$ cat config.mk
export PLATFORM = sky130hd
export DESIGN_NAME = cdm_div_stage
export DESIGN_NICKNAME = d
export VERILOG_FILES = /design/src/design/cdm_pkg.sv /design/src/design/cdm_div_stage.sv
export SDC_FILE = /design/constraint.sdc
export NUM_CORES = 1
export LEC_CHECK = 0
export ABC_AREA = 1
export BUFFER_PORTS_ARGS = -buffer_cell sky130_fd_sc_hd__buf_2
export CAP_MARGIN = 20
export CORE_ASPECT_RATIO = 0.75
export CORE_MARGIN = 10
export CORE_UTILIZATION = 30
export CTS_BUF_LIST = sky130_fd_sc_hd__clkbuf_4 sky130_fd_sc_hd__clkbuf_8
export CTS_CLUSTER_DIAMETER = 150
export DETAILED_ROUTE_END_ITERATION = 10
export SYNTH_ARGS = -nofsm -noshare
export SYNTH_HDL_FRONTEND = slang
export SYNTH_SLANG_ARGS = --single-unit
$ cat constraint.sdc
create_clock -name clk -period 1.5 [get_ports clk]
set_input_delay 0 -clock clk [delete_from_list [all_inputs] [get_ports clk]]
set_output_delay 0 -clock clk [all_outputs]
set_load 0.01 [all_outputs]
$ cat src/design/cdm_pkg.sv
// Shared types, constants and the CORDIC arctangent table for the
// concentric disc mapper. No dependencies.
`timescale 1ns / 1ps

package cdm_pkg;

  localparam int FRAC_BITS_DEF    = 16;
  localparam int CORDIC_STEPS_DEF = 16;
  localparam int ATAN_ENTRIES     = 24;
  localparam int ANG_BITS         = 30;
  localparam int VEC_W            = 34;  // CORDIC x/y width, 30 fraction bits
  localparam int ZW               = 32;  // angle accumulator width
  localparam logic [29:0] GAIN_Q30 = 30'd652032874;

  // control that rides along the divider
  typedef struct packed {
    logic       vld;
    logic       centre;
    logic       neg;    // quotient enters theta negated
    logic [3:0] off;    // wedge offset in units of pi/4
  } div_ctl_t;

  // control that rides along the CORDIC stages
  typedef struct packed {
    logic       vld;
    logic       centre;
    logic [1:0] quad;
  } cor_ctl_t;

  // atan(2^-i) * 4/pi, 30 fraction bits
  function automatic logic signed [ZW-1:0] atan_q30(input int idx);
    logic signed [ZW-1:0] v;
    unique case (idx)
      0:  v = 32'sd1073741824;
      1:  v = 32'sd633866811;
      2:  v = 32'sd334917815;
      3:  v = 32'sd170009512;
      4:  v = 32'sd85334662;
      5:  v = 32'sd42708931;
      6:  v = 32'sd21359677;
      7:  v = 32'sd10680490;
      8:  v = 32'sd5340327;
      9:  v = 32'sd2670173;
      10: v = 32'sd1335088;
      11: v = 32'sd667544;
      12: v = 32'sd333772;
      13: v = 32'sd166886;
      14: v = 32'sd83443;
      15: v = 32'sd41722;
      16: v = 32'sd20861;
      17: v = 32'sd10430;
      18: v = 32'sd5215;
      19: v = 32'sd2608;
      20: v = 32'sd1304;
      21: v = 32'sd652;
      22: v = 32'sd326;
      23: v = 32'sd163;
      default: v = '0;
    endcase
    return v;
  endfunction

endpackage

$ cat src/design/cdm_div_stage.sv
// One restoring-division stage: one quotient bit per stage.
// Depends on cdm_pkg.
`timescale 1ns / 1ps

module cdm_div_stage
  import cdm_pkg::*;
#(
  parameter int FRAC_BITS = FRAC_BITS_DEF,
  parameter bit FIRST     = 1'b0
) (
  input  logic               clk,
  input  logic               rst_n,
  input  logic               en,
  input  div_ctl_t           ctl_i,
  input  logic [FRAC_BITS:0] r_i,
  input  logic [FRAC_BITS:0] rem_i,
  input  logic [FRAC_BITS:0] q_i,
  output div_ctl_t           ctl_o,
  output logic [FRAC_BITS:0] r_o,
  output logic [FRAC_BITS:0] rem_o,
  output logic [FRAC_BITS:0] q_o
);

  div_ctl_t           ctl_r;
  logic [FRAC_BITS:0] r_r, rem_r, q_r;
  logic [FRAC_BITS:0] part, rem_nxt;
  logic               bit_q;

  always_comb begin
    // remainder stays below r <= 2^F, so doubling never drops a bit
    part    = FIRST ? rem_i : {rem_i[FRAC_BITS-1:0], 1'b0};
    bit_q   = (part >= r_i);
    rem_nxt = bit_q ? (part - r_i) : part;
  end

  always_ff @(posedge clk) begin
    if (!rst_n) begin
      ctl_r.vld <= 1'b0;
    end else if (en) begin
      ctl_r <= ctl_i;
    end
  end

  always_ff @(posedge clk) begin
    if (en) begin
      r_r   <= r_i;
      rem_r <= rem_nxt;
      q_r   <= {q_i[FRAC_BITS-1:0], bit_q};
    end
  end

  assign ctl_o = ctl_r;
  assign r_o   = r_r;
  assign rem_o = rem_r;
  assign q_o   = q_r;

endmodule

==> qor.csv <==
stage,metric,value,unit
min_path,hold_class,input port to flop,
clocking,clkSlewWorstSetupHoldPaths,0.07,ns
sta,fin_ws,0.125,ns
synthesis,synth.avg_cell_area,9.20,sq um
power_and_ir_drop,ir_drop,426,uV
detailed_routing,first_pass_iters,4,
clocking,clkSinkCount,58,
layout,final_layout_size_suffix_gt1_share,35.5,%
sta,report.final.slew_viol_count,0,
placed_design,io_buffers,116,
global_route,overflow,0,
power_and_ir_drop,cellPowerDensity,956,nW/um^2
floorplan,die-area,15300,sq um
power_and_ir_drop,finalPower,4.78,mW
layout,num_antenna_cells,0,
floorplan,start_util,30.9,%
floorplan,ios,119,
run_status,status,"finished, final reports clean",
synthesis,synthCells,348,
sta,finClkSkew,0,ns
placed_design,place_inst,649,
clocking,htree_levels,3,
floorplan,die_w,139,microns
detailed_routing,ant_nets,0,
sta,worst_pin_slew,0.275,ns
detailed_routing,vias,2972,
synthesis,synth_fa_ha_area_share,7.27,%
synthesis,synth.area.mux_share,0,%
flow_run,cap_violations,0,
layout,layout.nets,647,
detailed_routing,drt_iter0_drc,204,
sta,period_minus_slack,1.38,ns
sta,fin_crit_sh,91.7,%
clocking,cts_tree,yes,
detailed_routing,drt-total-wl,9.86,mm
global_route,grt_max_degree,31,
synthesis,synth_compound_gate_area_share,2.38,%
placed_design,place_congestion,0.882,
setup_path,crit_path_start_kind,input port,
floorplan,fp.coreArea,10400,sq um
synthesis,synth_area_leaders,"edfxtp_1 (53%), nand2_1 (14%), inv_1 (7.5%)",
setup_path,worstSetupPathType,input port to flop,
detailed_routing,drc_errors,0,
placed_design,place_ws,-0.228,ns
synthesis,syn_nets,427,
setup_path,cp_max_fo,10,
setup_path,worstSetupEndpointType,flop,
global_route,grtUsageTotal,12.6,%
floorplan,chipHeight,109,microns
clocking,clock_latency,0.34,ns
synthesis,synth-simple-area-share,25.9,%
layout,stdcell_count,708,
layout,fillCellCount,1024,
synthesis,synthesis.area,3200,sq um
global_route,antenna_found_initial,0,
global_route,grt_pass1_wl,15.4,mm
clocking,root_buffer,clkbuf_8,
layout,regArea,1730,sq um
clocking,cts.path.max_buffers,2,
synthesis,synthXorXnorAreaFrac,1.91,%
clocking,cts_inserted_buffers,9,
layout,multi_input_area,1220,sq um
layout,layout_common_cells,"nand2_1 (116), buf_2 (116), inv_1 (64), edfxtp_1 (57), buf_4 (52)",
global_route,grt_pass1_vias,3046,
sta,max_freq,727,MHz
synthesis,synth_largest_area_cell,edfxtp_1,
synthesis,yosys.area.top_type_share,53.4,%
setup_path,worstPathArrival,1.47,ns
sta,setup_violations,0,
synthesis,yosys_warnings,0,
floorplan,placementRows,32,
detailed_routing,wire_per_inst,13.9,microns
synthesis,synth.distinct_cells,28,
synthesis,ys_seq_area_share,54.1,%
sta,hold_viol,0,
synthesis,synth_seq_cells,58,
power_and_ir_drop,p_leak,2.57,nW
synthesis,synth_top_family_by_area,simple AND/OR/NAND/NOR gates,
layout,area_growth,56.0,%
sta,rsz0062_at_grt,no,
detailed_routing,route.detailed.vias_per_inst,4.20,
setup_path,required,1.60,ns
sta,slew_headroom,81.7,%
placed_design,dp_hpwl,7.71,mm
==> critical path, cell delays in order <==
cell     delay (ns)
buf_2          0.09
inv_1          0.04
ha_1           0.34
nand2_1        0.14
nor2_2         0.15
nand2_1        0.10
nor2_2         0.18
nor2_4         0.07
buf_4          0.19
nand3_1        0.09
nand2_1        0.07
==> worst paths after layout <==
path,start,slack [ns],end,depth (start not counted)
hold reg to reg,ctl_o[6],1.11,ctl_o[6],3
setup / recovery,r_i[13],0.12,rem_o[16],11
hold / removal,rem_i[3],0.07,rem_o[4],4
setup reg to reg,ctl_o[6],0.31,ctl_o[6],3
==> cells in the mapped netlist, drive strengths merged <==
library cell / instances
nand3: 31
nand4: 3
nor3: 2
nand3b: 6
dfxtp: 1
xnor2: 2
nor2: 17
o21ai: 2
inv: 64
edfxtp: 57
and2: 2
or2: 1
a21oi: 11
fa: 1
ha: 17
nand2: 121
buf: 4
xor2: 5
a21o: 1
==> state kept, by name, indices dropped and copies added, names as in the netlist <==
signal	flops
q_o	17
rem_o	17
ctl_o	7
r_o	17
==> what timing repair did <==
item | in CTS | in global routing
hold endpoints to repair | 43 | 0
setup buffers | 0 | 0
setup endpoints to repair | 0 | 4
hold buffers | 44 | 0
gates resized for setup | 0 | 4
==> power breakdown <==
group	internal, mW	leakage, nW	switching, mW
registers	1.97	0.563	0.0372
clock network	0.917	0.106	0.644
logic	0.567	1.90	0.646
==> metrics by stage <==
step | instance area [sq um] | util [%] | hold slack, ns | setup TNS [ns]
global placement | 4330 | 41.8 | 0.176 | -3.40
CTS | 4980 | 48.0 | 0.0484 | 0
finish | 5000 | 48.2 | 0.0669 | 0
floorplan | 3200 | - | 0.0935 | 0
global route | 5000 | 48.2 | 0.0686 | 0
detailed placement | 4330 | 41.8 | 0.179 | -3.51
==> cells by family after synthesis <==
kind of cell,after synthesis
buffers and inverters,68
AOI/OAI and AO/OA,14
xor gates and xnor gates,7
and+or+nand+nor,183
DFF,58
adders and majority gates,18
==> layer usage <==
| layer | share of wire, % | vias up | track usage (%) |
|---|---|---|---|
| met3 | 8.9 | 4 | 5.04 |
| met1 | 48 | 1311 | 16.4 |
| met2 | 42 | 101 | 19.4 |
| met4 | 0.48 | 0 | 2.67 |
| met5 | 0 | - | 0 |
| li1 | - | 1556 | - |
==> final cells by class <==
type / count / share of cell area (%)
clock inverter: 6 / 1.65
clock buffer: 9 / 2.48
tap: 136 / 3.41
timing repair buffer: 213 / 28.7
sequential: 58 / 34.7
inverter: 64 / 4.81
multi-input combinational: 222 / 24.3
Note: power is estimated with default switching activity, not from simulation.
