[src/design/cdm_pkg.sv]
// Shared types, constants and the CORDIC arctangent table for the
// concentric disc mapper. No dependencies.
`timescale 1ns / 1ps

package cdm_pkg;

  localparam int FRAC_BITS_DEF    = 16;
  localparam int CORDIC_STEPS_DEF = 16;
  localparam int ATAN_ENTRIES     = 24;
  localparam int ANG_BITS         = 30;
  localparam int VEC_W            = 34;  // CORDIC x/y width, 30 fraction bits
  localparam int ZW               = 32;  // angle accumulator width
  localparam logic [29:0] GAIN_Q30 = 30'd652032874;

  // control that rides along the divider
  typedef struct packed {
    logic       vld;
    logic       centre;
    logic       neg;    // quotient enters theta negated
    logic [3:0] off;    // wedge offset in units of pi/4
  } div_ctl_t;

  // control that rides along the CORDIC stages
  typedef struct packed {
    logic       vld;
    logic       centre;
    logic [1:0] quad;
  } cor_ctl_t;

  // atan(2^-i) * 4/pi, 30 fraction bits
  function automatic logic signed [ZW-1:0] atan_q30(input int idx);
    logic signed [ZW-1:0] v;
    unique case (idx)
      0:  v = 32'sd1073741824;
      1:  v = 32'sd633866811;
      2:  v = 32'sd334917815;
      3:  v = 32'sd170009512;
      4:  v = 32'sd85334662;
      5:  v = 32'sd42708931;
      6:  v = 32'sd21359677;
      7:  v = 32'sd10680490;
      8:  v = 32'sd5340327;
      9:  v = 32'sd2670173;
      10: v = 32'sd1335088;
      11: v = 32'sd667544;
      12: v = 32'sd333772;
      13: v = 32'sd166886;
      14: v = 32'sd83443;
      15: v = 32'sd41722;
      16: v = 32'sd20861;
      17: v = 32'sd10430;
      18: v = 32'sd5215;
      19: v = 32'sd2608;
      20: v = 32'sd1304;
      21: v = 32'sd652;
      22: v = 32'sd326;
      23: v = 32'sd163;
      default: v = '0;
    endcase
    return v;
  endfunction

endpackage

[src/design/cdm_cordic_stage.sv]
// One CORDIC rotation step with its own register.
// Depends on cdm_pkg.
`timescale 1ns / 1ps

module cdm_cordic_stage
  import cdm_pkg::*;
#(
  parameter int STEP = 0
) (
  input  logic                    clk,
  input  logic                    rst_n,
  input  logic                    en,
  input  cor_ctl_t                ctl_i,
  input  logic signed [VEC_W-1:0] x_i,
  input  logic signed [VEC_W-1:0] y_i,
  input  logic signed [ZW-1:0]    z_i,
  output cor_ctl_t                ctl_o,
  output logic signed [VEC_W-1:0] x_o,
  output logic signed [VEC_W-1:0] y_o,
  output logic signed [ZW-1:0]    z_o
);

  localparam logic signed [ZW-1:0] ATAN = atan_q30(STEP);

  cor_ctl_t                ctl_r;
  logic signed [VEC_W-1:0] x_r, y_r, dx, dy, x_nxt, y_nxt;
  logic signed [ZW-1:0]    z_r, z_nxt;

  always_comb begin
    dx = y_i >>> STEP;
    dy = x_i >>> STEP;
    if (!z_i[ZW-1]) begin
      x_nxt = x_i - dx;
      y_nxt = y_i + dy;
      z_nxt = z_i - ATAN;
    end else begin
      x_nxt = x_i + dx;
      y_nxt = y_i - dy;
      z_nxt = z_i + ATAN;
    end
  end

  always_ff @(posedge clk) begin
    if (!rst_n) begin
      ctl_r.vld <= 1'b0;
    end else if (en) begin
      ctl_r <= ctl_i;
    end
  end

  always_ff @(posedge clk) begin
    if (en) begin
      x_r <= x_nxt;
      y_r <= y_nxt;
      z_r <= z_nxt;
    end
  end

  assign ctl_o = ctl_r;
  assign x_o   = x_r;
  assign y_o   = y_r;
  assign z_o   = z_r;

endmodule

[config.mk]
export PLATFORM = sky130hd
export DESIGN_NAME = cdm_cordic_stage
export DESIGN_NICKNAME = d
export VERILOG_FILES = /design/src/design/cdm_pkg.sv /design/src/design/cdm_cordic_stage.sv
export SDC_FILE = /design/constraint.sdc
export NUM_CORES = 1
export LEC_CHECK = 0
export ABC_AREA = 1
export BUFFER_PORTS_ARGS = -buffer_cell sky130_fd_sc_hd__clkbuf_2
export CAP_MARGIN = 10
export CORE_ASPECT_RATIO = 0.75
export CORE_MARGIN = 3
export CORE_UTILIZATION = 45
export CTS_BUF_LIST = sky130_fd_sc_hd__clkbuf_16
export DETAILED_ROUTE_END_ITERATION = 7
export HOLD_SLACK_MARGIN = 0.08
export PLACE_DENSITY = 0.64
export SYNTH_ARGS = -nofsm -noshare
export SYNTH_HDL_FRONTEND = slang
export SYNTH_SLANG_ARGS = --single-unit
[constraint.sdc]
create_clock -name clk -period 4.9 [get_ports clk]
set_input_delay 0.49 -clock clk [delete_from_list [all_inputs] [get_ports clk]]
set_output_delay 0.49 -clock clk [all_outputs]
set_load 0.02 [all_outputs]
==> flow_metrics.py <==
metrics = {
    "status": {
        "status": "finished, final reports clean",
    },
    "logic_synthesis": {
        "yosysWarnings": 0,
        "yosys_register_bits": 102,
        "syn_area_per_cell_um2": 6.98,
        "synth_top_area_share_pct": 29.0,
        "synth.distinct_cells": 48,
        "synth_edf_count": 101,
        "syn-cell-area_um2": 10400,
        "synth-main-ff-cell": "edfxtp_1",
        "netlist_top_cells_area": "edfxtp_1 29%, nand2_1 14%, ha_1 12%",
        "synth_fp_nets": 1706,
        "yosys-top-cells-count": "388 x nand2_1, 203 x inv_1, 136 x nand3_1",
        "yosys.cell_count.top_type": "nand2_1",
        "async_flop_share_pct": 0,
        "synth_seq_area_share_pct": 29.2,
        "syn_inst": 1496,
        "yosysTopAreaCell": "edfxtp_1",
    },
    "sta": {
        "final.min_clock_period_ns": 2.66,
        "slew-limit-headroom_pct": 33.7,
        "rsz0062_at_grt": "no",
        "period_share_pct": 54.3,
        "fin_setup_tns_ns": 0,
        "fin_hold_ws_ns": 0.300,
        "tightest_slew_ns": 0.994,
        "slew_viol_final": 0,
        "clock_skew_ns": 0,
        "worst_slack_ns": 2.24,
        "fmax_ghz": 0.376,
        "hold_viol_final": 0,
        "setup_viol": 0,
    },
    "finish": {
        "fin_nets": 1885,
        "fin_area_um2": 11900,
        "layout-drive-gt1-share_pct": 18.1,
        "regArea_um2": 3050,
        "diodes": 0,
        "fillCellCount": 2326,
        "multi_input_area_um2": 6270,
        "area_delta_synth_final_pct": 14.0,
    },
    "placed_design": {
        "io_buffers": 210,
        "dp_hpwl_um": 30800,
        "dp_slack_ns": 1.93,
        "place_congestion": 1.02,
        "place_area_um2": 11600,
    },
    "worst_setup_path": {
        "path_delay_family": "compound AO/OA/AOI/OAI gates",
        "crit_slowest_cell": "ha_1",
        "cp_data_arrival_time_ns": 2.77,
        "r2r_cells": 2,
        "ff2ff_setup_slack_ns": 4.26,
        "path_buf_inv": 2,
        "crit_fanout": 12,
        "critPathMaxStageDelay_ns": 0.65,
        "start_kind": "input pin",
        "crit_start": "x_i[11]",
        "worstPathCellList": "clkbuf_2 -> inv_1 -> ha_1 -> nand2_2 -> o21ai_0 -> a21oi_1 -> nand2_1 -> nor2_1 -> o31ai_1",
        "r2r_end": "ctl_o[3]$_SDFFE_PN0P_",
        "critical_path_class": "input pin to flop",
        "worstSetupEndpointType": "flop",
        "reg2reg_from": "ctl_o[3]$_SDFFE_PN0P_",
        "cp.required_ns": 5.01,
    },
    "power": {
        "leakagePower_uw": 0.00597,
        "powerDensity_nw_per_um2": 273,
        "pwr-share-comb_pct": 40.3,
        "switching_share_pct": 41.6,
        "internal_power_uw": 1900,
        "pwr-share-clk_pct": 24.8,
        "power_uw": 3250,
        "worst_ir_drop_vdd_v": 0.000167,
        "p_switching_uw": 1350,
        "pwr-share-seq_pct": 34.9,
    },
    "die": {
        "fp.coreArea_um2": 22400,
        "start_util_pct": 46.6,
        "die_area_um2": 25100,
        "num_rows": 47,
        "ios": 211,
        "chipHeight_um": 138,
        "die_w_um": 182,
    },
    "detailed_routing": {
        "antenna_left": 0,
        "drt-initial-drc-count": 1277,
        "viasPerCell": 5.53,
        "vias": 10900,
        "wl_per_cell_um": 18.8,
        "wl_met3_um": 5290,
        "drc_errors": 0,
        "wl_um": 37000,
        "top_layer": "met4",
        "drt-met1-wl_um": 17600,
        "wl_met2_um": 13600,
        "dr.pass1.iters": 6,
    },
    "cts": {
        "htreeDepth": 3,
        "cts_root_buffer": "clkbuf_16",
        "clock_sinks": 102,
        "ctsHoldBuffers": 0,
        "path_clk_slew_ns": 0.08,
        "cts_inserted_buffers": 9,
        "cts_buffer_depth": 2,
        "cts_tree": "done",
        "clkLatencyLatePin_ns": 0.36,
        "ctsResizeCount": 0,
        "cts_setup_buffers": 0,
    },
    "global_route": {
        "grt_pass1_wl_um": 54800,
        "grt_overflow": 0,
        "grt_max_degree": 75,
        "first_global_vias": 9532,
        "grtUsageTotal_pct": 28.6,
        "antenna_found_initial": 0,
    },
    "run": {
        "cap_violations": 0,
    },
    "worst_hold_path": {
        "hold_depth": 1,
        "hold_class": "input pin to flop",
        "hp-start": "z_i[3]",
        "min_to": "z_o[3]$_DFFE_PP_",
    },
}
placed cells by master, fill, tap and decap left out, drive strengths merged, types with 10 or more instances in the layout:
master / count
nand4: 10
clkbuf: 218
o21bai: 13
a21oi: 128
nand2: 407
nor3: 17
ha: 100
xor2: 25
inv: 221
nand3: 137
nor2: 145
edfxtp: 101
o21ai: 98
area by class of cell:
| class | count | share of cell area (%) |
|---|---|---|
| multi-input combinational | 1132 | 52.6 |
| sequential | 102 | 25.6 |
| clock inverter | 7 | 0.820 |
| tap | 294 | 3.09 |
| inverter | 217 | 6.86 |
| clock buffer | 9 | 1.89 |
| timing repair buffer | 213 | 9.04 |
flip-flops by register name, indices dropped and copies added (netlist names):
signal  cells
ctl_o       4
x_o        34
y_o        33
z_o        31
worst max path at each step:
stage / end / slack [ns] / depth (start not counted)
after CTS: x_o[16]$_DFFE_PP_ / 2.30 / 9
after global routing: x_o[22]$_DFFE_PP_ / 2.09 / 14
final: x_o[16]$_DFFE_PP_ / 2.24 / 9
after global placement: x_o[16]$_DFFE_PP_ / 1.90 / 9
after detailed placement: x_o[16]$_DFFE_PP_ / 1.93 / 9
after floorplan: x_o[32]$_DFFE_PP_ / 2.69 / 12
per-layer routing:
metal  global-route usage (%)  up-vias
met4                     4.74        0
met1                     45.4     5000
met3                     7.94       36
met2                     38.3      637
met5                        0        -
li1                         -     5246
power by group through the flow:
stage	Sequential (µW)	Clock, µW	Combinational, µW
final	1130	805	1310
after floorplan	1280	0	720
after CTS	1130	823	1280
after global placement	1150	0	1270
after global routing	1140	859	1430
after detailed placement	1150	0	1280
cells by family after synthesis:
| kind of cell | Yosys count | share of synthesized area [%] |
|---|---|---|
| buffers and inverters | 262 | 10.8 |
| DFF | 102 | 29.2 |
| adders and majority gates | 103 | 12.6 |
| and+or+nand+nor | 731 | 30.4 |
| AOI/OAI and AO/OA | 269 | 14.6 |
| xor gates and xnor gates | 26 | 2.18 |
| muxes | 3 | 0.288 |
stage by stage:
stage | instances | util (%)
final | 1974 | 53.1
after global routing | 1974 | 53.1
after CTS | 1974 | 53.1
after detailed placement | 1958 | 51.7
after global placement | 1958 | 51.7
after floorplan | 1496 | -
worst register-to-register path: stages (launching register included):
cell and delay, ns:
dfxtp_1 0.32, o21ai_0 0.16, a21oi_1 0.05
(Power assumes the default switching activity.)
